### src/sv/bblc_pkg.sv
// ----------------------------------------------------------------------------
// bblc_pkg
// Shared types and constants for the byte-budget LRU cache table.
// ----------------------------------------------------------------------------
package bblc_pkg;

    localparam int unsigned MAX_ENTRIES_DEF = 16;
    localparam int unsigned TAG_BITS_DEF    = 32;
    localparam logic [31:0] CAP_RESET       = 32'd1073741824;

    typedef enum logic [1:0] {
        OP_GET   = 2'd0,
        OP_PUT   = 2'd1,
        OP_ERASE = 2'd2,
        OP_CLEAR = 2'd3
    } t_op;

    typedef enum logic [3:0] {
        ST_IDLE,
        ST_FIND,
        ST_FOUND,
        ST_DROP,
        ST_DECIDE,
        ST_OLDEST,
        ST_EVICT,
        ST_FREE,
        ST_INSERT,
        ST_TOUCH,
        ST_DONE
    } t_state;

endpackage

### src/sv/bblc_req_if.sv
// ----------------------------------------------------------------------------
// bblc_req_if
// Request channel: opcode, key tag and object size.
// ----------------------------------------------------------------------------
interface bblc_req_if;
    logic        valid;
    logic        ready;
    logic [1:0]  opcode;
    logic [31:0] key_tag;
    logic [31:0] object_bytes;

    modport source (output valid, opcode, key_tag, object_bytes, input ready);
    modport sink (input valid, opcode, key_tag, object_bytes, output ready);
endinterface

### src/sv/bblc_rsp_if.sv
// ----------------------------------------------------------------------------
// bblc_rsp_if
// Result channel of the cache table.
// ----------------------------------------------------------------------------
interface bblc_rsp_if;
    logic        valid;
    logic        ready;
    logic        hit;
    logic        accepted;
    logic [3:0]  slot;
    logic [4:0]  evicted_count;
    logic [31:0] resident_total;
    logic [4:0]  entry_count;
    logic [31:0] hit_total;
    logic [31:0] miss_total;

    modport source (output valid, hit, accepted, slot, evicted_count, resident_total,
                    entry_count, hit_total, miss_total, input ready);
    modport sink (input valid, hit, accepted, slot, evicted_count, resident_total,
                  entry_count, hit_total, miss_total, output ready);
endinterface

### src/sv/byte_budget_lru_cache.sv
// ----------------------------------------------------------------------------
// byte_budget_lru_cache
// LRU table of tagged objects under a byte budget, scanned one entry a cycle.
// ----------------------------------------------------------------------------
// Channel   Dir  Handshake        Beat
// i_req     in   valid/ready      opcode, key_tag, object_bytes
// o_rsp     out  valid/ready      hit, accepted, slot, counts and totals
// apb       in   psel/penable     byte budget register at address 0
//
// One request is taken at a time. Each pass over the table steps through the
// entries one at a time. A get or erase takes a search pass and, on a match,
// a rank or removal pass. A put takes a search pass, a removal pass for a
// same-tag entry, two passes per eviction and, if the object fits the budget,
// a free-slot pass and a rank pass. A clear takes no pass. The result is held
// in an output register until taken, and no request is taken while it waits.
// Reset is synchronous and clears the table.
// ----------------------------------------------------------------------------
module byte_budget_lru_cache
    import bblc_pkg::*;
#(
    parameter int unsigned MAX_ENTRIES = MAX_ENTRIES_DEF,
    parameter int unsigned TAG_BITS    = TAG_BITS_DEF
) (
    input  logic        i_clk,
    input  logic        i_rst_n,
    bblc_req_if.sink    i_req,
    bblc_rsp_if.source  o_rsp,
    input  logic        psel,
    input  logic        penable,
    input  logic        pwrite,
    input  logic [1:0]  paddr,
    input  logic [31:0] pwdata,
    output logic [31:0] prdata,
    output logic        pready
);

    localparam int unsigned IW = (MAX_ENTRIES > 1) ? $clog2(MAX_ENTRIES) : 1;
    localparam int unsigned CW = $clog2(MAX_ENTRIES + 1);
    localparam logic [IW-1:0] LAST = IW'(MAX_ENTRIES - 1);

    logic [31:0]       r_cap;
    logic [MAX_ENTRIES-1:0] r_valid, n_valid;
    logic [TAG_BITS-1:0] r_tag  [MAX_ENTRIES];
    logic [31:0]       r_size [MAX_ENTRIES];
    logic [IW-1:0]     r_rank [MAX_ENTRIES];

    t_state            r_state, n_state;
    logic [IW-1:0]     r_idx;
    logic [1:0]        r_op;
    logic [TAG_BITS-1:0] r_key;
    logic [31:0]       r_bytes;
    logic              r_found;
    logic [IW-1:0]     r_sel;
    logic [IW-1:0]     r_selrank;
    logic [31:0]       r_sum;
    logic [CW-1:0]     r_cnt;
    logic [31:0]       r_hits, r_miss;
    logic [CW-1:0]     r_evict;
    logic              r_ovalid;
    logic              r_hit, r_acc;
    logic [IW-1:0]     r_slot;

    logic [TAG_BITS-1:0] w_key;
    logic [32:0]       w_add;
    logic              w_fit;

    assign pready = 1'b1;
    assign prdata = (paddr == 2'd0) ? r_cap : 32'd0;
    assign w_key  = TAG_BITS'(i_req.key_tag);
    assign w_add  = {1'b0, r_sum} + {1'b0, r_bytes};
    assign w_fit  = r_sum <= (r_cap - r_bytes);

    always_ff @(posedge i_clk) begin
        if (!i_rst_n) begin
            r_cap <= CAP_RESET;
        end else if (psel && penable && pwrite && paddr == 2'd0) begin
            r_cap <= pwdata;
        end
    end

    always_comb begin
        n_state = r_state;
        case (r_state)
            ST_IDLE:   if (i_req.valid && !r_ovalid) begin
                n_state = (t_op'(i_req.opcode) == OP_CLEAR) ? ST_DONE : ST_FIND;
            end
            ST_FIND:   if (r_idx == LAST || (r_valid[r_idx] && r_tag[r_idx] == r_key)) begin
                n_state = ST_FOUND;
            end
            ST_FOUND: begin
                if (!r_found) begin
                    n_state = (t_op'(r_op) == OP_PUT) ? ST_DECIDE : ST_DONE;
                end else if (t_op'(r_op) == OP_GET) begin
                    n_state = ST_TOUCH;
                end else begin
                    n_state = ST_DROP;
                end
            end
            ST_DROP:   if (r_idx == LAST) begin
                n_state = (t_op'(r_op) == OP_PUT) ? ST_DECIDE : ST_DONE;
            end
            ST_DECIDE: begin
                if (r_bytes > r_cap) begin
                    n_state = ST_DONE;
                end else if (r_cnt != '0 && (!w_fit || r_cnt == CW'(MAX_ENTRIES))) begin
                    n_state = ST_OLDEST;
                end else begin
                    n_state = ST_FREE;
                end
            end
            ST_OLDEST: if (r_idx == LAST) begin
                n_state = ST_EVICT;
            end
            ST_EVICT:  if (r_idx == LAST) begin
                n_state = ST_DECIDE;
            end
            ST_FREE:   if (!r_valid[r_idx]) begin
                n_state = ST_INSERT;
            end
            ST_INSERT: if (r_idx == LAST) begin
                n_state = ST_DONE;
            end
            ST_TOUCH:  if (r_idx == LAST) begin
                n_state = ST_DONE;
            end
            ST_DONE:   n_state = ST_IDLE;
            default:   n_state = ST_IDLE;
        endcase
    end

    always_comb begin
        i_req.ready = i_rst_n && (r_state == ST_IDLE) && !r_ovalid;
        n_valid     = r_valid;
        if (r_state == ST_IDLE && i_req.valid && !r_ovalid
            && t_op'(i_req.opcode) == OP_CLEAR) begin
            n_valid = '0;
        end else if ((r_state == ST_DROP || r_state == ST_EVICT) && r_idx == LAST) begin
            n_valid[r_sel] = 1'b0;
        end else if (r_state == ST_FREE && !r_valid[r_idx]) begin
            n_valid[r_idx] = 1'b1;
        end
    end

    always_ff @(posedge i_clk) begin
        if (!i_rst_n) begin
            r_state  <= ST_IDLE;
            r_valid  <= '0;
            r_sum    <= '0;
            r_cnt    <= '0;
            r_hits   <= '0;
            r_miss   <= '0;
            r_ovalid <= 1'b0;
            r_idx    <= '0;
        end else begin
            r_state <= n_state;
            r_valid <= n_valid;
            if (o_rsp.ready) begin
                r_ovalid <= 1'b0;
            end
            case (r_state)
                ST_IDLE: begin
                    r_idx <= '0;
                    if (i_req.valid && !r_ovalid) begin
                        if (t_op'(i_req.opcode) == OP_CLEAR) begin
                            r_sum <= '0;
                            r_cnt <= '0;
                        end
                    end
                end
                ST_FIND: begin
                    if (r_valid[r_idx] && r_tag[r_idx] == r_key) begin
                        r_idx <= '0;
                    end else if (r_idx != LAST) begin
                        r_idx <= r_idx + 1'b1;
                    end else begin
                        r_idx <= '0;
                    end
                end
                ST_FOUND: begin
                    r_idx <= '0;
                    if (t_op'(r_op) == OP_GET && r_found) begin
                        if (r_hits != '1) r_hits <= r_hits + 1'b1;
                    end else if (t_op'(r_op) == OP_GET) begin
                        if (r_miss != '1) r_miss <= r_miss + 1'b1;
                    end
                end
                ST_DROP, ST_EVICT: begin
                    if (r_idx == LAST) begin
                        r_idx <= '0;
                        r_sum <= (r_sum >= r_size[r_sel]) ? r_sum - r_size[r_sel] : '0;
                        r_cnt <= r_cnt - 1'b1;
                    end else begin
                        r_idx <= r_idx + 1'b1;
                    end
                end
                ST_DECIDE: r_idx <= '0;
                ST_OLDEST: begin
                    r_idx <= (r_idx == LAST) ? '0 : r_idx + 1'b1;
                end
                ST_FREE: begin
                    if (!r_valid[r_idx]) begin
                        r_idx <= '0;
                        r_sum <= w_add[32] ? '1 : w_add[31:0];
                        r_cnt <= r_cnt + 1'b1;
                    end else begin
                        r_idx <= r_idx + 1'b1;
                    end
                end
                ST_INSERT, ST_TOUCH: begin
                    r_idx <= (r_idx == LAST) ? '0 : r_idx + 1'b1;
                end
                ST_DONE: r_ovalid <= 1'b1;
                default: r_idx <= '0;
            endcase
        end
    end

    always_ff @(posedge i_clk) begin
        case (r_state)
            ST_IDLE: begin
                if (i_req.valid && !r_ovalid) begin
                    r_op    <= i_req.opcode;
                    r_key   <= w_key;
                    r_bytes <= i_req.object_bytes;
                    r_found <= 1'b0;
                    r_evict <= '0;
                    r_hit   <= 1'b0;
                    r_acc   <= 1'b0;
                    r_slot  <= '0;
                end
            end
            ST_FIND: begin
                if (r_valid[r_idx] && r_tag[r_idx] == r_key) begin
                    r_found   <= 1'b1;
                    r_sel     <= r_idx;
                    r_selrank <= r_rank[r_idx];
                end
            end
            ST_FOUND: begin
                if (t_op'(r_op) == OP_GET && r_found) begin
                    r_hit  <= 1'b1;
                    r_slot <= r_sel;
                end
            end
            ST_DROP: begin
                if (r_valid[r_idx] && r_rank[r_idx] > r_selrank) begin
                    r_rank[r_idx] <= r_rank[r_idx] - 1'b1;
                end
            end
            ST_DECIDE: r_found <= 1'b0;
            ST_OLDEST: begin
                if (r_valid[r_idx] && (!r_found || r_rank[r_idx] > r_selrank)) begin
                    r_found   <= 1'b1;
                    r_sel     <= r_idx;
                    r_selrank <= r_rank[r_idx];
                end
            end
            ST_EVICT: begin
                if (r_valid[r_idx] && r_rank[r_idx] > r_selrank) begin
                    r_rank[r_idx] <= r_rank[r_idx] - 1'b1;
                end
                if (r_idx == LAST) r_evict <= r_evict + 1'b1;
            end
            ST_FREE: begin
                if (!r_valid[r_idx]) begin
                    r_tag[r_idx]  <= r_key;
                    r_size[r_idx] <= r_bytes;
                    r_sel         <= r_idx;
                    r_acc         <= 1'b1;
                    r_slot        <= r_idx;
                end
            end
            ST_INSERT: begin
                if (r_idx == r_sel) begin
                    r_rank[r_idx] <= '0;
                end else if (r_valid[r_idx]) begin
                    r_rank[r_idx] <= r_rank[r_idx] + 1'b1;
                end
            end
            ST_TOUCH: begin
                if (r_idx == r_sel) begin
                    r_rank[r_idx] <= '0;
                end else if (r_valid[r_idx] && r_rank[r_idx] < r_selrank) begin
                    r_rank[r_idx] <= r_rank[r_idx] + 1'b1;
                end
            end
            default: r_found <= r_found;
        endcase
    end

    assign o_rsp.valid          = r_ovalid;
    assign o_rsp.hit            = r_hit;
    assign o_rsp.accepted       = r_acc;
    assign o_rsp.slot           = 4'(r_slot);
    assign o_rsp.evicted_count  = 5'(r_evict);
    assign o_rsp.resident_total = r_sum;
    assign o_rsp.entry_count    = 5'(r_cnt);
    assign o_rsp.hit_total      = r_hits;
    assign o_rsp.miss_total     = r_miss;

endmodule

### src/flat_wrapper.sv
// flat-port wrapper written by rule: the top's interface ports become plain ports
module byte_budget_lru_cache_flat import bblc_pkg::*;
#(
    parameter int unsigned MAX_ENTRIES = MAX_ENTRIES_DEF,
    parameter int unsigned TAG_BITS    = TAG_BITS_DEF
)
  (i_clk, i_rst_n, psel, penable, pwrite, paddr, pwdata, prdata, pready, i_req_valid, i_req_opcode, i_req_key_tag, i_req_object_bytes, i_req_ready, o_rsp_valid, o_rsp_hit, o_rsp_accepted, o_rsp_slot, o_rsp_evicted_count, o_rsp_resident_total, o_rsp_entry_count, o_rsp_hit_total, o_rsp_miss_total, o_rsp_ready);
  bblc_req_if i_req_i ();
  bblc_rsp_if o_rsp_i ();
  input  logic i_clk;
  input  logic i_rst_n;
  input  logic psel;
  input  logic penable;
  input  logic pwrite;
  input  logic [1:0] paddr;
  input  logic [31:0] pwdata;
  output logic [31:0] prdata;
  output logic pready;
  input wire logic [$bits(i_req_i.valid)-1:0] i_req_valid;
  input wire logic [$bits(i_req_i.opcode)-1:0] i_req_opcode;
  input wire logic [$bits(i_req_i.key_tag)-1:0] i_req_key_tag;
  input wire logic [$bits(i_req_i.object_bytes)-1:0] i_req_object_bytes;
  output wire logic [$bits(i_req_i.ready)-1:0] i_req_ready;
  output wire logic [$bits(o_rsp_i.valid)-1:0] o_rsp_valid;
  output wire logic [$bits(o_rsp_i.hit)-1:0] o_rsp_hit;
  output wire logic [$bits(o_rsp_i.accepted)-1:0] o_rsp_accepted;
  output wire logic [$bits(o_rsp_i.slot)-1:0] o_rsp_slot;
  output wire logic [$bits(o_rsp_i.evicted_count)-1:0] o_rsp_evicted_count;
  output wire logic [$bits(o_rsp_i.resident_total)-1:0] o_rsp_resident_total;
  output wire logic [$bits(o_rsp_i.entry_count)-1:0] o_rsp_entry_count;
  output wire logic [$bits(o_rsp_i.hit_total)-1:0] o_rsp_hit_total;
  output wire logic [$bits(o_rsp_i.miss_total)-1:0] o_rsp_miss_total;
  input wire logic [$bits(o_rsp_i.ready)-1:0] o_rsp_ready;
  assign i_req_i.valid = i_req_valid;
  assign i_req_i.opcode = i_req_opcode;
  assign i_req_i.key_tag = i_req_key_tag;
  assign i_req_i.object_bytes = i_req_object_bytes;
  assign i_req_ready = i_req_i.ready;
  assign o_rsp_valid = o_rsp_i.valid;
  assign o_rsp_hit = o_rsp_i.hit;
  assign o_rsp_accepted = o_rsp_i.accepted;
  assign o_rsp_slot = o_rsp_i.slot;
  assign o_rsp_evicted_count = o_rsp_i.evicted_count;
  assign o_rsp_resident_total = o_rsp_i.resident_total;
  assign o_rsp_entry_count = o_rsp_i.entry_count;
  assign o_rsp_hit_total = o_rsp_i.hit_total;
  assign o_rsp_miss_total = o_rsp_i.miss_total;
  assign o_rsp_i.ready = o_rsp_ready;
  byte_budget_lru_cache #(.MAX_ENTRIES(MAX_ENTRIES), .TAG_BITS(TAG_BITS)) u_core (.i_clk(i_clk), .i_rst_n(i_rst_n), .i_req(i_req_i), .o_rsp(o_rsp_i), .psel(psel), .penable(penable), .pwrite(pwrite), .paddr(paddr), .pwdata(pwdata), .prdata(prdata), .pready(pready));
endmodule
### config.mk
export PLATFORM = sky130hd
export DESIGN_NAME = byte_budget_lru_cache_flat
export DESIGN_NICKNAME = d
export VERILOG_FILES = /design/src/sv/bblc_pkg.sv /design/src/sv/bblc_req_if.sv /design/src/sv/bblc_rsp_if.sv /design/src/sv/byte_budget_lru_cache.sv /design/src/flat_wrapper.sv
export SDC_FILE = /design/constraint.sdc
export NUM_CORES = 2
export LEC_CHECK = 0
export BUFFER_PORTS_ARGS = -buffer_cell sky130_fd_sc_hd__buf_4
export CAP_MARGIN = 20
export CORE_ASPECT_RATIO = 1.25
export CORE_UTILIZATION = 50
export CTS_BUF_LIST = sky130_fd_sc_hd__clkbuf_4 sky130_fd_sc_hd__clkbuf_8
export DETAILED_ROUTE_END_ITERATION = 8
export PLACE_DENSITY = 0.8
export SETUP_SLACK_MARGIN = 0.3
export SLEW_MARGIN = 10
export SYNTH_ARGS = -nofsm -noshare
export SYNTH_HDL_FRONTEND = slang
export SYNTH_SLANG_ARGS = --single-unit
### constraint.sdc
create_clock -name i_clk -period 5.35 [get_ports i_clk]
set_input_delay 0.535 -clock i_clk [delete_from_list [all_inputs] [get_ports i_clk]]
set_output_delay 0.535 -clock i_clk [all_outputs]
set_load 0.005 [all_outputs]
Yosys cells after proc, flatten, opt, wreduce, memory -nomap -nowiden
Memories as Yosys holds them, arrays and structs flattened. A register that Yosys moved wholly into a read port is not among the register bits.
Cells that the tools add are included.
- $add $sub $neg: 11
- $lt $le $gt $ge: 9
- equal/unequal tests: 31
- mux-type cells: 94
- bitwise logic cells: 10
- reductions and logical operators: 57
- operators by type and width (kind ; number):
    $mux 32 ; 7
    $mux 4 ; 33
    $pmux 32 s3 ; 1
    $add 32x1->32 const B ; 2
    $ne 32x32->1 const B ; 2
    $sub 32x32->32 ; 2
    $pmux 4 s9 ; 1
    $add 32x32->33 ; 1
    $eq 32x32->1 ; 1
    $ge 32x32->1 ; 1
    $gt 32x32->1 ; 1
    $le 32x32->1 ; 1
    $mux 16 ; 2
    $mux 1 ; 31
    $mux 5 ; 6
    $pmux 4 s3 ; 2
    $logic_and 1x1->1 ; 19
    $and 16x16->16 ; 1
    $eq 4x3->1 const B ; 4
    $eq 4x4->1 const B ; 4
    $not 16->16 ; 1
    $or 16x16->16 ; 1
    $pmux 4 s4 ; 1
    $reduce_and 4->1 ; 4
    other kinds (41) ; 83
- register bits after elaboration: 244
- bits in writable memories: 1088
- bits of input ports: 107
- output and inout bits: 147
- word-level logic and storage cells: 234
- memories: 3
- memory list (name ; depth ; width ; read ports ; clocked after Yosys merged registers in ; wr ports ; line ; text):
    u_core.r_size ; 16 ; 32 ; 1 ; 1 ; 1 ; byte_budget_lru_cache.sv:44 ; logic [31:0] r_size [MAX_ENTRIES];
    u_core.r_tag ; 16 ; 32 ; 1 ; 1 ; 1 ; byte_budget_lru_cache.sv:43 ; logic [TAG_BITS-1:0] r_tag [MAX_ENTRIES];
    u_core.r_rank ; 16 ; 4 ; 1 ; 1 ; 1 ; byte_budget_lru_cache.sv:45 ; logic [IW-1:0] r_rank [MAX_ENTRIES];

Longest topological paths before layout
- depth after elaboration: 11
- mapped depth: 24
- gate-level depth less buffers: 24

Worst setup path after synthesis
OpenSTA, ideal clock, no wires.
- path kind: register to register
- start: register u_core.r_idx[0]
- end: memory u_core.r_size[15][0], enable pin
- setup time: 0.488 ns
- arrival time: 4.915 ns
- data required time: 4.862 ns
- slack: -0.053 ns
- cell stages (with the launch flop): 10
- buffers on the path: 1
- period minus slack after synthesis: 5.403 ns
- path through: dfxtp_1 > buf_2 > mux4_2 > o22ai_1 > nor3_1 > nand2_1 > o21ai_0 > a221oi_1 > nand2_1 > nor2_1
- longest elaborated chain between the ends: 5
- RTL lines (what ; line ; text):
    start, declared ; byte_budget_lru_cache.sv:48 ; logic [IW-1:0] r_idx;
    start signal, assigned ; byte_budget_lru_cache.sv:174 ; r_idx <= r_idx + 1'b1;
    start signal, assigned ; byte_budget_lru_cache.sv:193 ; r_idx <= r_idx + 1'b1;
    start signal, assigned ; byte_budget_lru_cache.sv:198 ; r_idx <= (r_idx == LAST) ? '0 : r_idx + 1'b1;
    $bmux 1 s4 ; byte_budget_lru_cache.sv:265 ; if (!r_valid[r_idx]) begin
    $mux 1 (implied by the code) ; byte_budget_lru_cache.sv:265 ;
    $mux 1 ; byte_budget_lru_cache.sv:265 ;
    $mux 1 ; byte_budget_lru_cache.sv:219 ; case (r_state)
    $mux 1 (implied by the code) ; byte_budget_lru_cache.sv:267 ; r_size[r_idx] <= r_bytes;
    end, declared ; byte_budget_lru_cache.sv:44 ;
Several ways; a longest one is shown, not always the timed one. The select of a mux whose other input is x is not followed.

Worst setup path in the final report
- start: register u_core.r_bytes[3]
- end: register u_core.r_state[1]
- longest elaborated chain between the ends: 8
- elaborated cells between the ends (all ways): 9
- those cells by class: add/sub: 1; order compare: 2; mux: 3; reduce/logical: 3
- RTL lines (what ; line ; text):
    start, declared ; byte_budget_lru_cache.sv:51 ; logic [31:0] r_bytes;
    start signal, assigned ; byte_budget_lru_cache.sv:224 ; r_bytes <= i_req.object_bytes;
    $sub 32x32->32 ; byte_budget_lru_cache.sv:71 ; assign w_fit = r_sum <= (r_cap - r_bytes);
    $le 32x32->1 ; byte_budget_lru_cache.sv:71 ;
    $logic_not 1->1 ; byte_budget_lru_cache.sv:105 ; end else if (r_cnt != '0 && (!w_fit || r_cnt == CW'(MAX_ENTRIES))) begin
    $logic_or 1x1->1 ; byte_budget_lru_cache.sv:105 ;
    $logic_and 1x1->1 ; byte_budget_lru_cache.sv:105 ;
    $mux 2 ; byte_budget_lru_cache.sv:105 ;
    $mux 4 (*) ; byte_budget_lru_cache.sv:103 ; if (r_bytes > r_cap) begin
    $pmux 4 s9 (*) ; byte_budget_lru_cache.sv:83 ; case (r_state)
    end signal, assigned ; byte_budget_lru_cache.sv:155 ; r_state <= n_state;
    end, declared ; byte_budget_lru_cache.sv:47 ; t_state r_state, n_state;
Mark *: on every way between the ends. The rest lies on a longest branch, timed or not.
A chain may end at the register's enable or synchronous reset.

==> impl_metrics.tcl <==
set metrics [dict create \
    tightest_slew_ns 1.09 \
    cts_sinks 1340 \
    core_area_mm2 0.115 \
    synth-simple-area-share_pct 5.41 \
    yosysSeqAreaShare_pct 66.8 \
    first_pass_iters 5 \
    synth_top_family_by_area "multiplexers" \
    power_uw 29500 \
    path_clk_slew_ns 0.06 \
    vias 35100 \
    initial_core_util_pct 50.3 \
    synth_warnings 0 \
    start_kind "flip-flop" \
    drtIter0Drc 3851 \
    grt_overflow 0 \
    arrival_ns 5.74 \
    dp_hpwl_mm 93.9 \
    wl_mm 149 \
    die_y_um 382 \
    grt_max_degree 66 \
    synth_edf_count 1174 \
    h-tree-depth 4 \
    async_flop_share_pct 0 \
    maxSlewViolCount 0 \
    area_growth_pct 17.1 \
    status "finished, final reports clean" \
    root_buffer "clkbuf_8" \
    synthMuxAreaShare_pct 13.4 \
    hold_depth 2 \
    holdWs_ns 0.171 \
    min_period_ns 4.97 \
    io_buffers 252 \
    rows 139 \
    finClkSkew_ns 0.0620 \
    layout_common_cells "edfxtp_1, buf_4, mux4_2" \
    grt_pass1_vias 35600 \
    gp_congestion 0.924 \
    synth_xor_area_share_pct 2.71 \
    post-route-util_pct 58.9 \
    io_pins 254 \
    final-setup-viol-count 0 \
    path_max_fanout 2 \
    cts_buffers 191 \
    insertion_delay_ns 0.90 \
    syn-num-nets 3825 \
    endpoint_kind "flip-flop" \
    dieArea_mm2 0.117 \
    grt.total_usage_pct 25.4 \
    r2r_cells 23 \
    post-route-period-util_pct 92.9 \
    wl_per_cell_um 25.9 \
    synth.distinct_cells 75 \
    synth_compound_area_share_pct 6.48 \
    hold_class "in2reg" \
    critPathKind "reg2reg" \
    vias_per_cell 6.09 \
    vdd_drop_max_uv 267 \
    required_ns 6.12 \
    power_leakage_uw 0.0235 \
    p_per_area_mw_per_mm2 436 \
    ys_ff_latch 1340 \
    fillers 8307 \
    slew_headroom_pct 27.3 \
    syn_inst 3570 \
    hold_viol 0 \
    remaining_drc_errors 0 \
    synth_ff_type "edfxtp_1" \
    cts_tree "yes" \
    fin_nets 4375 \
    grt_first_pass_wirelength_mm 220 \
    drive_above_1_share_pct 26.4 \
    antenna_found_initial 7 \
    max_clock_freq_mhz 201 \
    cts_max_path_buffers 3 \
    rsz0062_at_grt "yes" \
    maxCapViolations 0 \
    syn_avg_cell_area_um2 16.2 \
    syn_area_mm2 0.0578 \
    synthAdderAreaFrac_pct 3.26 \
    final_common_cell "edfxtp_1" \
    drtAntennaViolNets 0 \
    die_x_um 306 \
]
routing by layer:
metal,up-vias,global-route usage (%),part of all wire [%]
met5,-,0,0.044
met4,8,10.9,3.9
met3,315,4.79,8.6
met2,1836,43.5,50
met1,17700,31.4,37
li1,15200,-,-
report_power, final:
part	switching (uW)	total [uW]	internal (uW)
Combinational	4340	7980	3640
Sequential	844	13200	12300
Clock	3930	8330	4410
kinds of logic (layout without fill, tap and decap cells):
group,count (synthesis),after routing
xor+xnor,179,179
flops,1340,1340
buf+inv,280,988
simple gates,647,647
mux,371,371
fa+ha+maj,148,148
compound gates,604,604
other cells,1,4
worst max-delay path, cell delays in order (launching register included):
cell	delay, ns
edfxtp_1	0.40
inv_2	0.09
ha_4	0.19
a21o_1	0.19
a21oi_2	0.17
o221ai_2	0.14
a211o_1	0.40
a2111oi_4	0.33
nor3_2	0.10
a2111o_1	0.41
a21o_1	0.19
a21oi_2	0.14
xor2_1	0.08
ha_1	0.29
nand4_1	0.13
nor2_2	0.17
nand3_2	0.12
nor3_4	0.20
o31ai_1	0.13
a221oi_2	0.28
buf_4	0.18
a21oi_2	0.05
o21a_1	0.21
o311a_1	0.27
state kept, by name, indices dropped and copies added, names as in the netlist, 32 cells and up, named ones only:
register                     flops
u_core.o_rsp.hit_total          32
u_core.o_rsp.miss_total         32
u_core.o_rsp.resident_total     32
u_core.r_bytes                  32
u_core.r_cap                    32
u_core.r_key                    32
u_core.r_rank                   64
u_core.r_size                  512
u_core.r_tag                   512
through the flow:
step	setup TNS, ns	area [um2]	setup slack [ns]	instances
2_1_floorplan	0	57800	0.382	3570
3_3_place_gp	-0.215	62400	-0.215	5294
3_5_place_dp	-0.367	62400	-0.367	5294
4_1_cts	0	67600	0.301	5755
5_1_grt	0	67600	0.166	5760
6_report	0	67600	0.382	5761
repair_timing:
item | CTS | global route
endpoints found under the setup margin | 1 | 1
resized for setup | 29 | 5
pin swaps | 24 | 16
hold buffers | 99 | 0
setup buffers | 11 | 0
hold endpoints to repair | 99 | 0
layout make-up:
| cell class | count | area (um2) | area share, % |
|---|---|---|---|
| diodes | 3 | 7.51 | 0.0111 |
| inverters | 126 | 477 | 0.705 |
| flip-flops and latches | 1340 | 38600 | 57.1 |
| clock buffers | 250 | 3150 | 4.65 |
| well taps | 1480 | 1850 | 2.74 |
| repair buffers | 511 | 4380 | 6.47 |
| clock inverters | 101 | 815 | 1.20 |
| multi-input cells | 1950 | 18400 | 27.2 |
worst paths after layout:
check                                        from                end  slack (ns)
worst max-delay path            u_core.r_bytes[3]  u_core.r_state[1]        0.38
worst min register to register    u_core.r_cap[0]    u_core.r_cap[0]        0.46
worst min-delay path                      i_rst_n   u_core.r_cap[30]        0.17
worst max register to register  u_core.r_bytes[3]  u_core.r_state[1]        0.38
synth_stat cells, types with 4 or more instances:
master | n | share of area [%]
edfxtp_1 | 1174 | 61
mux4_2 | 321 | 13
a21oi_1 | 227 | 2.0
nand2_1 | 186 | 1.2
dfxtp_1 | 166 | 5.8
nor2_1 | 152 | 0.99
ha_1 | 144 | 3.1
o21ai_0 | 126 | 1.1
inv_1 | 125 | 0.81
clkbuf_1 | 100 | 0.65
xnor2_1 | 99 | 1.5
xor2_1 | 80 | 1.2
nand3_1 | 72 | 0.62
a21o_1 | 61 | 0.79
and2_1 | 47 | 0.51
mux2i_1 | 43 | 0.74
a31oi_1 | 34 | 0.37
nand4_1 | 31 | 0.34
and3_1 | 29 | 0.31
nor3_1 | 28 | 0.24
buf_2 | 24 | 0.21
nand2b_1 | 21 | 0.23
o21a_1 | 19 | 0.25
or3_1 | 19 | 0.21
o211ai_1 | 18 | 0.23
a211oi_1 | 16 | 0.21
nor2b_1 | 16 | 0.17
buf_1 | 15 | 0.097
nor4_1 | 14 | 0.15
and4_1 | 13 | 0.20
buf_4 | 11 | 0.14
o21bai_1 | 11 | 0.14
a221oi_1 | 10 | 0.15
or2_2 | 9 | 0.097
a22oi_1 | 8 | 0.10
o31ai_1 | 8 | 0.10
a31o_2 | 7 | 0.11
o221a_2 | 7 | 0.14
o22ai_1 | 5 | 0.054
a2111oi_0 | 4 | 0.061
a211o_1 | 4 | 0.061
a21boi_0 | 4 | 0.052
buf_6 | 4 | 0.078
fa_1 | 4 | 0.14
mux2_1 | 4 | 0.078
Power figures use the tool's default switching activity.
